$ cat config.mk
export PLATFORM = sky130hd
export DESIGN_NAME = stepper_speed_pid_loop
export DESIGN_NICKNAME = d
export VERILOG_FILES = /design/src/hdl/sspl_pkg.sv /design/src/hdl/stepper_speed_pid_loop.sv
export SDC_FILE = /design/constraint.sdc
export NUM_CORES = 2
export LEC_CHECK = 0
export BUFFER_PORTS_ARGS = -buffer_cell sky130_fd_sc_hd__buf_4
export CAP_MARGIN = 20
export CORE_AREA = 3 3 305 307
export DETAILED_ROUTE_END_ITERATION = 7
export DIE_AREA = 0 0 308 310
export PLACE_DENSITY = 0.75
export SYNTH_ARGS = -nofsm -noshare
export SYNTH_HDL_FRONTEND = slang
export SYNTH_SLANG_ARGS = --single-unit
$ cat constraint.sdc
create_clock -name clk -period 16.3 [get_ports clk]
set_input_delay 4.075 -clock clk [delete_from_list [all_inputs] [get_ports clk]]
set_output_delay 4.075 -clock clk [all_outputs]
set_load 0.01 [all_outputs]
$ cat src/hdl/sspl_pkg.sv
package sspl_pkg;
  localparam int SPEED_MAX = 65535;
  localparam int RUN_SPEED = 100;
  localparam int ANGLE_DIV = 18;
  localparam int PERMILLE  = 1000;

  localparam logic [2:0] REG_TOP    = 3'd0;
  localparam logic [2:0] REG_BOTTOM = 3'd1;
  localparam logic [2:0] REG_BAND   = 3'd2;
  localparam logic [2:0] REG_NUMER  = 3'd3;
  localparam logic [2:0] REG_K1     = 3'd4;
  localparam logic [2:0] REG_K2     = 3'd5;
  localparam logic [2:0] REG_K3     = 3'd6;
  localparam logic [2:0] REG_LIMIT  = 3'd7;

  typedef logic signed [16:0] err_t;
endpackage

$ cat src/hdl/stepper_speed_pid_loop.sv
// the input stalls from acceptance until the result word is registered, so a new word
// is taken only after the last one is through; a stalled result word holds the engine
// in its last state; the PID multiplies are skipped when speed is 100 or below
// dividers are restoring and multipliers shift-add, one bit a cycle
// synchronous active-low reset restores register defaults, clears errors, sets position 900
module stepper_speed_pid_loop import sspl_pkg::*; #(
  parameter int FRACTION_BITS = 8,
  parameter int POT_BITS = 10
) (
  input  logic                clk,
  input  logic                rst_n,
  input  logic                in_valid,
  output logic                in_stall,
  input  logic [POT_BITS-1:0] in_pot_reading,
  input  logic [31:0]         in_tach_period,
  output logic                out_valid,
  input  logic                out_stall,
  output logic [5:0]          out_step_count,
  output logic                out_step_direction,
  output logic [7:0]          out_valve_angle,
  output logic [15:0]         out_target_speed,
  output logic [15:0]         out_measured_speed,
  output logic                out_running,
  input  logic                psel,
  input  logic                penable,
  input  logic                pwrite,
  input  logic [4:0]          paddr,
  input  logic [31:0]         pwdata,
  output logic [31:0]         prdata,
  output logic                pready
);
  localparam int QW = 30;                       // position width
  localparam int PW = 48;                       // product/accumulator width
  localparam logic signed [QW-1:0] ONE_Q = QW'(1) <<< FRACTION_BITS;
  localparam logic signed [QW-1:0] CLAMP = QW'(48) * ONE_Q;
  localparam logic signed [QW-1:0] LOWB  = -(QW'(90) * ONE_Q);
  localparam logic [POT_BITS-1:0]  POT_FULL = {POT_BITS{1'b1}};
  localparam logic [QW-1:0] ADIV = QW'(ANGLE_DIV) << FRACTION_BITS;

  localparam logic [3:0] S_IDLE = 4'd0, S_SPAN = 4'd1, S_TDIV = 4'd2, S_BMUL = 4'd3,
                         S_BDIV = 4'd4, S_SDIV = 4'd5, S_ERR = 4'd6, S_MUL = 4'd7,
                         S_LIM = 4'd8, S_ADIV = 4'd9, S_OUT = 4'd10;

  logic [15:0] top_r, bot_r, numer_hi_unused;
  logic [9:0]  band_pm_r;
  logic [31:0] numer_r;
  logic [23:0] k1_r, k2_r, k3_r;
  logic [11:0] limit_r;

  logic [3:0]  st_r;
  logic [5:0]  cnt_r;
  logic [POT_BITS-1:0] pot_r;
  logic [31:0] per_r;
  // generic shift-subtract divider / shift-add multiplier datapath
  logic [PW-1:0] acc_r;     // partial remainder or product
  logic [PW-1:0] q_r;       // dividend/quotient or multiplier shift
  logic [PW-1:0] d_r;       // divisor or multiplicand
  logic          neg_r;
  logic [15:0] target_r, speed_r;
  logic [16:0] band_r;      // permille above 1000 can push the band past 16 bits
  err_t e0_r, e1_r, e2_r;
  logic [1:0]  fill_r;
  logic [1:0]  term_r;
  logic signed [PW-1:0] sum_r;
  logic signed [QW-1:0] pos_r, diff_r;
  logic        run_r;
  logic        ov_r;

  assign pready = 1'b1;
  assign numer_hi_unused = 16'd0;
  wire wr = psel & penable & pwrite;

  always_comb begin
    unique case (paddr[4:2])
      REG_TOP:    prdata = {16'd0, top_r};
      REG_BOTTOM: prdata = {16'd0, bot_r};
      REG_BAND:   prdata = {22'd0, band_pm_r};
      REG_NUMER:  prdata = numer_r;
      REG_K1:     prdata = {{8{k1_r[23]}}, k1_r};
      REG_K2:     prdata = {{8{k2_r[23]}}, k2_r};
      REG_K3:     prdata = {{8{k3_r[23]}}, k3_r};
      REG_LIMIT:  prdata = {20'd0, limit_r};
      default:    prdata = {numer_hi_unused, 16'd0};
    endcase
  end

  always_ff @(posedge clk) begin
    if (!rst_n) begin
      top_r <= 16'd3000; bot_r <= '0; band_pm_r <= '0; numer_r <= '0;
      k1_r <= '0; k2_r <= '0; k3_r <= '0; limit_r <= 12'd1080;
    end else if (wr) begin
      unique case (paddr[4:2])
        REG_TOP:    top_r <= pwdata[15:0];
        REG_BOTTOM: bot_r <= pwdata[15:0];
        REG_BAND:   band_pm_r <= pwdata[9:0];
        REG_NUMER:  numer_r <= pwdata;
        REG_K1:     k1_r <= pwdata[23:0];
        REG_K2:     k2_r <= pwdata[23:0];
        REG_K3:     k3_r <= pwdata[23:0];
        REG_LIMIT:  limit_r <= pwdata[11:0];
        default:    ;
      endcase
    end
  end

  assign in_stall = (st_r != S_IDLE);

  // one restoring divide bit
  wire [PW:0] trial = {acc_r, q_r[PW-1]} - {1'b0, d_r};
  wire [PW-1:0] rem_sh = {acc_r[PW-2:0], q_r[PW-1]};

  logic signed [16:0] span;
  logic signed [24:0] gsel;
  logic signed [16:0] esel;
  logic signed [QW-1:0] upper, dsat, d1, d2;
  logic signed [PW-1:0] sum_c;
  logic [16:0] tgt_b;
  always_comb begin
    span = $signed({1'b0, top_r}) - $signed({1'b0, bot_r});
    case (term_r)
      2'd0: begin gsel = {k1_r[23], k1_r}; esel = e0_r; end
      2'd1: begin gsel = {k2_r[23], k2_r}; esel = e1_r; end
      default: begin gsel = {k3_r[23], k3_r}; esel = e2_r; end
    endcase
    tgt_b = {1'b0, target_r};
    upper = (QW'(limit_r) + QW'(90)) <<< FRACTION_BITS;
    sum_c = sum_r;
    if (sum_c > PW'(CLAMP)) dsat = CLAMP;
    else if (sum_c < -PW'(CLAMP)) dsat = -CLAMP;
    else dsat = sum_c[QW-1:0];
    d1 = dsat;
    if (pos_r + d1 > upper) d1 = upper - pos_r;
    if (pos_r + d1 < LOWB) d1 = LOWB - pos_r;
    d2 = (d1 > CLAMP) ? CLAMP : ((d1 < -CLAMP) ? -CLAMP : d1);
  end

  wire signed [QW-1:0] dabs = diff_r[QW-1] ? -diff_r : diff_r;

  always_ff @(posedge clk) begin
    if (!rst_n) begin
      st_r <= S_IDLE; out_valid <= 1'b0; fill_r <= '0; run_r <= 1'b0;
      e0_r <= '0; e1_r <= '0; e2_r <= '0;
      pos_r <= QW'(900) <<< FRACTION_BITS;
    end else begin
      if (out_valid && !out_stall && st_r != S_OUT) out_valid <= 1'b0;
      unique case (st_r)
        S_IDLE: if (in_valid) begin
          pot_r <= in_pot_reading; per_r <= in_tach_period;
          st_r <= S_SPAN;
        end
        S_SPAN: begin   // start pot*|span| via shift-add
          neg_r <= span[16];
          acc_r <= '0;
          q_r <= PW'(pot_r);
          d_r <= PW'(span[16] ? -span : span);
          cnt_r <= 6'(POT_BITS);
          st_r <= S_BMUL;
          term_r <= 2'd3;
        end
        S_BMUL: begin
          if (cnt_r != 0) begin
            if (q_r[0]) acc_r <= acc_r + d_r;
            d_r <= d_r << 1; q_r <= q_r >> 1; cnt_r <= cnt_r - 6'd1;
          end else if (term_r == 2'd3) begin  // divide product by pot full scale
            q_r <= acc_r << (PW - 32); acc_r <= '0;
            d_r <= PW'(POT_FULL); cnt_r <= 6'd32; st_r <= S_TDIV;
          end else begin                      // divide band product by 1000
            q_r <= acc_r << (PW - 32); acc_r <= '0;
            d_r <= PW'(PERMILLE); cnt_r <= 6'd32; st_r <= S_BDIV;
          end
        end
        S_TDIV: begin
          if (cnt_r != 0) begin
            if (!trial[PW]) begin acc_r <= trial[PW-1:0]; q_r <= {q_r[PW-2:0], 1'b1}; end
            else begin acc_r <= rem_sh; q_r <= {q_r[PW-2:0], 1'b0}; end
            cnt_r <= cnt_r - 6'd1;
          end else begin
            target_r <= neg_r ? bot_r - q_r[15:0] : bot_r + q_r[15:0];
            acc_r <= '0; q_r <= PW'(band_pm_r);
            d_r <= PW'(neg_r ? bot_r - q_r[15:0] : bot_r + q_r[15:0]);
            cnt_r <= 6'd10; term_r <= 2'd2; st_r <= S_BMUL;
          end
        end
        S_BDIV: begin
          if (cnt_r != 0) begin
            if (!trial[PW]) begin acc_r <= trial[PW-1:0]; q_r <= {q_r[PW-2:0], 1'b1}; end
            else begin acc_r <= rem_sh; q_r <= {q_r[PW-2:0], 1'b0}; end
            cnt_r <= cnt_r - 6'd1;
          end else begin
            band_r <= q_r[16:0];
            acc_r <= '0; q_r <= {numer_r, 16'd0}; d_r <= PW'(per_r);
            cnt_r <= 6'd32; ov_r <= 1'b0; st_r <= S_SDIV;
          end
        end
        S_SDIV: begin
          if (cnt_r != 0) begin
            if (!trial[PW]) begin acc_r <= trial[PW-1:0]; q_r <= {q_r[PW-2:0], 1'b1}; end
            else begin acc_r <= rem_sh; q_r <= {q_r[PW-2:0], 1'b0}; end
            cnt_r <= cnt_r - 6'd1;
          end else begin
            if (per_r == 32'd0 || q_r[31:16] != 16'd0) speed_r <= 16'hFFFF;
            else speed_r <= q_r[15:0];
            st_r <= S_ERR;
          end
        end
        S_ERR: begin : err_blk
          logic [16:0] sp;
          sp = {1'b0, speed_r};
          if ({1'b0, sp} + {1'b0, band_r} > {1'b0, tgt_b}
              && {1'b0, sp} < {1'b0, tgt_b} + {1'b0, band_r}) sp = tgt_b;
          speed_r <= sp[15:0];
          if (sp > 17'(RUN_SPEED)) run_r <= 1'b1;
          e0_r <= $signed(tgt_b) - $signed(sp);
          if (fill_r != 2'd0) e1_r <= e0_r;
          if (fill_r[1]) e2_r <= e1_r;
          if (fill_r != 2'd2) fill_r <= fill_r + 2'd1;
          sum_r <= (sp > 17'(RUN_SPEED)) ? '0 : -PW'(CLAMP);
          ov_r <= !(sp > 17'(RUN_SPEED));
          term_r <= 2'd0; cnt_r <= 6'd17; st_r <= S_MUL;
          acc_r <= '0;
        end
        S_MUL: begin   // serial signed product, multiplier bit per cycle
          if (ov_r) st_r <= S_LIM;
          else if (cnt_r != 0) begin
            if (esel[5'(6'd17 - cnt_r)]) begin
              if (cnt_r == 6'd1) acc_r <= acc_r - (PW'(gsel) <<< (6'd16));
              else acc_r <= acc_r + (PW'(gsel) <<< (6'd17 - cnt_r));
            end
            cnt_r <= cnt_r - 6'd1;
          end else begin
            sum_r <= sum_r + acc_r; acc_r <= '0; cnt_r <= 6'd17;
            if (term_r == 2'd2) st_r <= S_LIM; else term_r <= term_r + 2'd1;
          end
        end
        S_LIM: begin
          diff_r <= d2; pos_r <= pos_r + d2;
          acc_r <= '0; q_r <= PW'(pos_r + d2) << (PW - QW);
          d_r <= PW'(ADIV); cnt_r <= 6'(QW); st_r <= S_ADIV;
        end
        S_ADIV: begin
          if (cnt_r != 0) begin
            if (!trial[PW]) begin acc_r <= trial[PW-1:0]; q_r <= {q_r[PW-2:0], 1'b1}; end
            else begin acc_r <= rem_sh; q_r <= {q_r[PW-2:0], 1'b0}; end
            cnt_r <= cnt_r - 6'd1;
          end else st_r <= S_OUT;
        end
        S_OUT: if (!out_valid || !out_stall) begin
          out_valid <= 1'b1;
          out_step_count <= 6'(dabs >>> FRACTION_BITS);
          out_step_direction <= diff_r[QW-1] && (dabs >= ONE_Q);
          out_valve_angle <= (pos_r <= 0) ? 8'd0 : q_r[7:0];
          out_target_speed <= target_r;
          out_measured_speed <= speed_r;
          out_running <= run_r;
          st_r <= S_IDLE;
        end
        default: st_r <= S_IDLE;
      endcase
    end
  end

  a_count: assert property (@(posedge clk) disable iff (!rst_n)
    out_valid |-> out_step_count <= 6'd48) else $error("step count above clamp");
  a_fill: assert property (@(posedge clk) disable iff (!rst_n)
    fill_r != 2'd3) else $error("fill count overflow");
  a_run: assert property (@(posedge clk) disable iff (!rst_n)
    $past(run_r) |-> run_r) else $error("running flag dropped");
endmodule
### After elaboration in Yosys (flattened, before gate mapping)

Index checks and enable logic that the tools add are counted.

| cells by class | value |
|---|---|
| $lt $le $gt $ge | 12 |
| shifts and indexed selects | 1 |
| mux-type cells | 74 |
| add/subtract/negate cells | 26 |
| reductions and logical operators | 56 |
| equal/unequal tests | 38 |
| bitwise operators | 3 |

Operators with widths:

| operator | number |
|---|---|
| 2-to-1 mux 48 bit | 21 |
| case mux 48 bit (5 select lines) | 2 |
| case mux 48 bit (6 select lines) | 1 |
| case mux 32 bit (8 select lines) | 1 |
| 2-to-1 mux 30 bit | 7 |
| adder 48 bit | 3 |
| adder 30 bit | 4 |
| case mux 48 bit (2 select lines) | 1 |
| 2-to-1 mux 16 bit | 4 |
| case mux 25 bit (2 select lines) | 1 |
| subtractor 49 x 48 -> 49 bit | 1 |
| > comparator 48 x 15 -> 1 bit (second input constant) | 1 |
| less-than comparator 48 x 15 -> 1 bit (second input constant) | 1 |
| negation 17 -> 48 bit | 1 |
| <<< shifter 48 x 6 -> 48 bit | 1 |
| subtractor 48 bit | 1 |
| case mux 4 bit (11 select lines) | 1 |
| case mux 6 bit (7 select lines) | 1 |
| 2-to-1 mux 4 bit | 10 |
| adder 16 x 17 -> 18 bit | 2 |
| 2-to-1 mux 17 bit | 2 |
| case mux 17 bit (2 select lines) | 1 |
| subtractor 16 x 16 -> 17 bit | 2 |
| logical NOT 32 bit | 1 |
| other kinds (65) | 139 |

| word-level totals | value |
|---|---|
| input port bits | 86 |
| register bits after elaboration | 618 |
| output and inout bits | 83 |

### Longest topological paths before layout

| depth | value |
|---|---|
| depth after elaboration | 14 |
| gate-level depth with buffers | 85 |
| gate-level depth less buffers | 78 |

### Worst setup path before layout

OpenSTA, ideal clock, no wires.

| timing | value |
|---|---|
| path kind | flip-flop to flip-flop |
| start | reg sum_r[1], in the netlist sum_c[1] |
| end | reg q_r[47] (data pin) |
| period minus slack after synthesis | 17.019 ns |
| data required time | 16.137 ns |
| arrival | 16.856 ns |
| setup slack | -0.719 ns |
| cell stages (with the launch flop) | 84 |
| cells stage by stage | edfxtp_1 nor4_2 a31oi_1 nor4_2 buf_4 or2_2 buf_1 and2_1 xnor2_1 ha_1 a21o_1 maj3_1 a21oi_1 a221oi_1 a2111o_1 a221o_1 nand4_1 o21bai_1 [... 48 more ...] a21oi_1 o21bai_1 a21oi_1 o21bai_1 a21oi_1 o21bai_1 a21o_1 a21oi_1 o21ai_0 o41ai_1 o21ai_0 o41ai_1 o21ai_0 o41ai_1 o21bai_1 a21oi_1 xnor3_1 o221ai_1 |

| on the way | value |
|---|---|
| word-level cells in the longest chain between the ends | 14 |
| elaborated cells between the ends (all ways) | 16 |
| those cells by class | add/sub (3); order compare (6); mux (7) |

RTL lines:

| element | line | text |
|---|---|---|
| start, declared | stepper_speed_pid_loop.sv:64 | `logic signed [PW-1:0] sum_r;` |
| start signal, assigned | stepper_speed_pid_loop.sv:217 | `sum_r <= (sp > 17'(RUN_SPEED)) ? '0 : -PW'(CLAMP);` |
| less-than comparator 48 x 15 -> 1 bit | stepper_speed_pid_loop.sv:129 | `else if (sum_c < -PW'(CLAMP)) dsat = -CLAMP;` |
| 2-to-1 mux 30 bit | stepper_speed_pid_loop.sv:129 |  |
| 2-to-1 mux 30 bit (*) | stepper_speed_pid_loop.sv:128 | `if (sum_c > PW'(CLAMP)) dsat = CLAMP;` |
| adder 30 bit | stepper_speed_pid_loop.sv:132 | `if (pos_r + d1 > upper) d1 = upper - pos_r;` |
| > comparator 30 x 22 -> 1 bit | stepper_speed_pid_loop.sv:132 |  |
| 2-to-1 mux 30 bit (*) | stepper_speed_pid_loop.sv:132 |  |
| adder 30 bit | stepper_speed_pid_loop.sv:133 | `if (pos_r + d1 < LOWB) d1 = LOWB - pos_r;` |
| less-than comparator 30 x 16 -> 1 bit | stepper_speed_pid_loop.sv:133 |  |
| 2-to-1 mux 30 bit (*) | stepper_speed_pid_loop.sv:133 |  |
| less-than comparator 30 x 15 -> 1 bit | stepper_speed_pid_loop.sv:134 | `d2 = (d1 > CLAMP) ? CLAMP : ((d1 < -CLAMP) ? -CLAMP : d1);` |
| 2-to-1 mux 30 bit | stepper_speed_pid_loop.sv:134 |  |
| 2-to-1 mux 30 bit (*) | stepper_speed_pid_loop.sv:134 |  |
| via d2[1] | stepper_speed_pid_loop.sv:115 | `logic signed [QW-1:0] upper, dsat, d1, d2;` |
| adder 30 bit (*) | stepper_speed_pid_loop.sv:237 | `acc_r <= '0; q_r <= PW'(pos_r + d2) << (PW - QW);` |
| case mux 48 bit (6 select lines) (*) | stepper_speed_pid_loop.sv:146 | `unique case (st_r)` |
| end signal, assigned | stepper_speed_pid_loop.sv:154 | `q_r <= PW'(pot_r);` |
| end signal, assigned | stepper_speed_pid_loop.sv:242 | `if (!trial[PW]) begin acc_r <= trial[PW-1:0]; q_r <= {q_r[PW-2:0], 1'b1}; end` |
| end signal, assigned | stepper_speed_pid_loop.sv:243 | `else begin acc_r <= rem_sh; q_r <= {q_r[PW-2:0], 1'b0}; end` |
| end, declared | stepper_speed_pid_loop.sv:56 | `logic [PW-1:0] q_r;` |

Mark *: on every way through the listed nets, which the timed path passes. The rest lies on a longest branch.
A chain may end at the register's enable or synchronous reset.

### Worst setup path in the final report

| timing | value |
|---|---|
| start | reg sum_r[39], in the netlist sum_c[39] |
| end | reg q_r[47] (data pin) |

Same word-level chain as after synthesis.

==> metrics.yaml <==
r2r_slack_ps: 360
relSlewSlack: 0.2390
p_per_area_nw_per_um2: 138.0
pin_count: 169
slowest_delay_ps: 440
ys_seq_area_frac: 0.3071
status: "complete, but fails checks"
rr_endpoint: "q_r[47]"
fmax_mhz: 62.72
drt_drc_violations_left: 40
grt_overflow: 0
stdcell_count: 7854
rr_worst_depth: 80
routedWlPerCell_um: 23.87
min_period_ps: 15940
dieWidth_um: 308
ys_types: 96
synth_edf_count: 371
layout_commonest_cell: "nand2_1"
yosys_warnings: 0
grt_use_total: 0.3786
vias: 51440
p_leak_nw: 24.73
grt_pass1_vias: 48300
dp.cells: 7687
finalCritPeriodShare: 0.9782
drive_gt1_frac: 0.1165
fp-row-count: 110
core_area_um2: 90290
grt_setup_unrepaired: "true"
cp-start-kind: "flop"
via_per_inst: 6.550
nets: 7207
grt_max_degree: 87
crit_fanout: 7
hpwl_um: 140700
setup_slack_ps: 355.6
drt-pass1-iter-count: 8
worst_pin_slew_ps: 1135
irDropWorstVdd_mv: 0.1332
portBuffers: 165
hold_viol: 0
cts-buffers-inserted: 72
crit_arrival_ps: 16430
antenna_found_initial: 7
required_ps: 16790
layout_common_cells: "nand2_1 (844), a21oi_1 (728), ha_1 (479)"
hold_end: "e2_r[15]"
clk_path_buf_depth: 3
clkLatencyLatePin_ps: 670
end_kind: "flop"
finalSetupViolCount: 0
yosys_most_used_dff: "edfxtp_1"
hold_start: "e2_r[15]"
ys_ff_latch: 618
final.setup.tns_ps: 0
placedInstanceArea_um2: 56230
area_growth_pct: 12.99
clkSinkCount: 618
avgSynthCellArea_um2: 8.197
final_area_um2: 59190
r2r-start: "sum_c[39]"
start_util: 0.5802
min_path_cells: 2
async_flop_share: 0
synth.cell_area_um2: 52380
die_h_um: 310
initialDrtViolationCount: 6295
path_delay_family: "compound AO/OA/AOI/OAI gates"
maxCapViolations: 0
fin_skew_ps: 39.13
cts_root_buf: "clkbuf_16"
path_clk_slew_ps: 60
wl_um: 187500
finalWeightedCongestion: 0.9752
die-area_um2: 95480
cp_slowest_cell: "edfxtp_1"
diodes: 0
synth_fp_nets: 6978
cts_tree: "built"
htreeDepth: 3
postSynthCellCount: 6391
drv_slew: 0
final_core_utilization: 0.6556
pre_cts_ws_ps: -503.7
critPathBufInv: 11
crit_type: "reg2reg"
grt_pass1_wl_um: 281200
antenna_left: 0
violations: "DRC"
holdCritPathClass: "reg2reg"
## synth_stat cells, types with 116 or more instances
library cell | instances | share of area
nand2_1 | 846 | 0.061
a21oi_1 | 746 | 0.071
ha_1 | 488 | 0.12
nor2_1 | 479 | 0.034
edfxtp_1 | 371 | 0.21
o21ai_0 | 338 | 0.032
inv_1 | 331 | 0.024
clkbuf_1 | 278 | 0.020
xnor2_1 | 262 | 0.044
dfxtp_1 | 247 | 0.094
a21o_1 | 192 | 0.028
xor2_1 | 142 | 0.024
nor3_1 | 122 | 0.012
nand3_1 | 116 | 0.011
## worst register-to-register path: cells and delay by family (launching register included)
family                     cells  cell delay [ps]
and+or+nand+nor               22             4100
adders and majority gates      6             1690
DFF                            1              440
muxes                          1              330
buffers and inverters         11             1500
xor gates and xnor gates       2              400
AOI/OAI and AO/OA             38             7320
## what timing repair did
action / in CTS / in global routing
pin swaps: 6 / 64
gates resized for setup: 5 / 83
hold endpoints to repair: 0 / 0
endpoints found under the setup margin: 11 / 26
hold buffers: 0 / 0
buffers inserted: 11 / 26
gates cloned: 0 / 0
## metrics by stage
stage,total power (W),hold slack (ps)
after floorplan,0.005259,409.0
after global placement,0.006339,444.0
after detailed placement,0.006435,446.5
after CTS,0.008044,454.8
after global routing,0.008648,474.8
final,0.008168,454.9
## kinds of logic (layout without fill, tap and decap cells)
kind of cell	count (synthesis)	in the layout	share of synthesized area
other	1	1	0.00007159
adder cells (fa/ha/maj)	504	504	0.1221
flip-flops	618	618	0.3071
multiplexers	146	146	0.03069
AND/OR/NAND/NOR	2038	2038	0.1772
AO/OA/AOI/OAI	2014	2014	0.2465
XOR/XNOR	405	405	0.06798
buffers and inverters	665	952	0.04832
## layout make-up
type                    instances  area (µm²)
multi-input cells            5108       34420
fillers                      7732       31100
flip-flops and latches        618       16090
repair buffers                485        3695
clock buffers                  98        1974
well taps                    1176        1471
inverters                     335        1262
clock inverters                34       284.0
## sequential cells by signal, indices dropped and copies added (netlist names), 16 cells and up
register / count
e0_r: 17
e2_r: 17
k2_r: 24
bot_r: 16
numer_r: 32
pos_r: 30
k1_r: 24
sum_c: 48
diff_r: 30
acc_r: 48
per_r: 32
e1_r: 17
out_target_speed: 16
speed_r: 16
d_r: 48
band_r: 17
k3_r: 24
top_r: 16
target_r: 16
out_measured_speed: 16
q_r: 48
## power by group
| group | total (W) | switching, W | leakage [nW] | internal (W) |
|---|---|---|---|---|
| registers | 0.00238 | 0.000420 | 5.42 | 0.00196 |
| logic | 0.00420 | 0.00254 | 18.2 | 0.00166 |
| clock network | 0.00159 | 0.000712 | 1.10 | 0.000878 |
| total | 0.00817 | 0.00367 | 24.7 | 0.00450 |
## routing by layer
layer	track usage	share of wire
met1	0.4901	0.39
met2	0.5960	0.44
met3	0.08726	0.11
met4	0.1909	0.056
met5	0	0.000059
## worst max path at each step
stage / startpoint / to / slack, ps / cells after the start
after floorplan: sum_c[1] / q_r[47] / 30 / 83
after global placement: sum_c[14] / q_r[47] / -220 / 75
after detailed placement: sum_c[31] / q_r[47] / -500 / 76
after CTS: sum_c[31] / q_r[37] / 30 / 84
after global routing: sum_c[39] / pos_r[29] / -450 / 77
final: sum_c[39] / q_r[47] / 360 / 80
(Power assumes the default switching activity.)
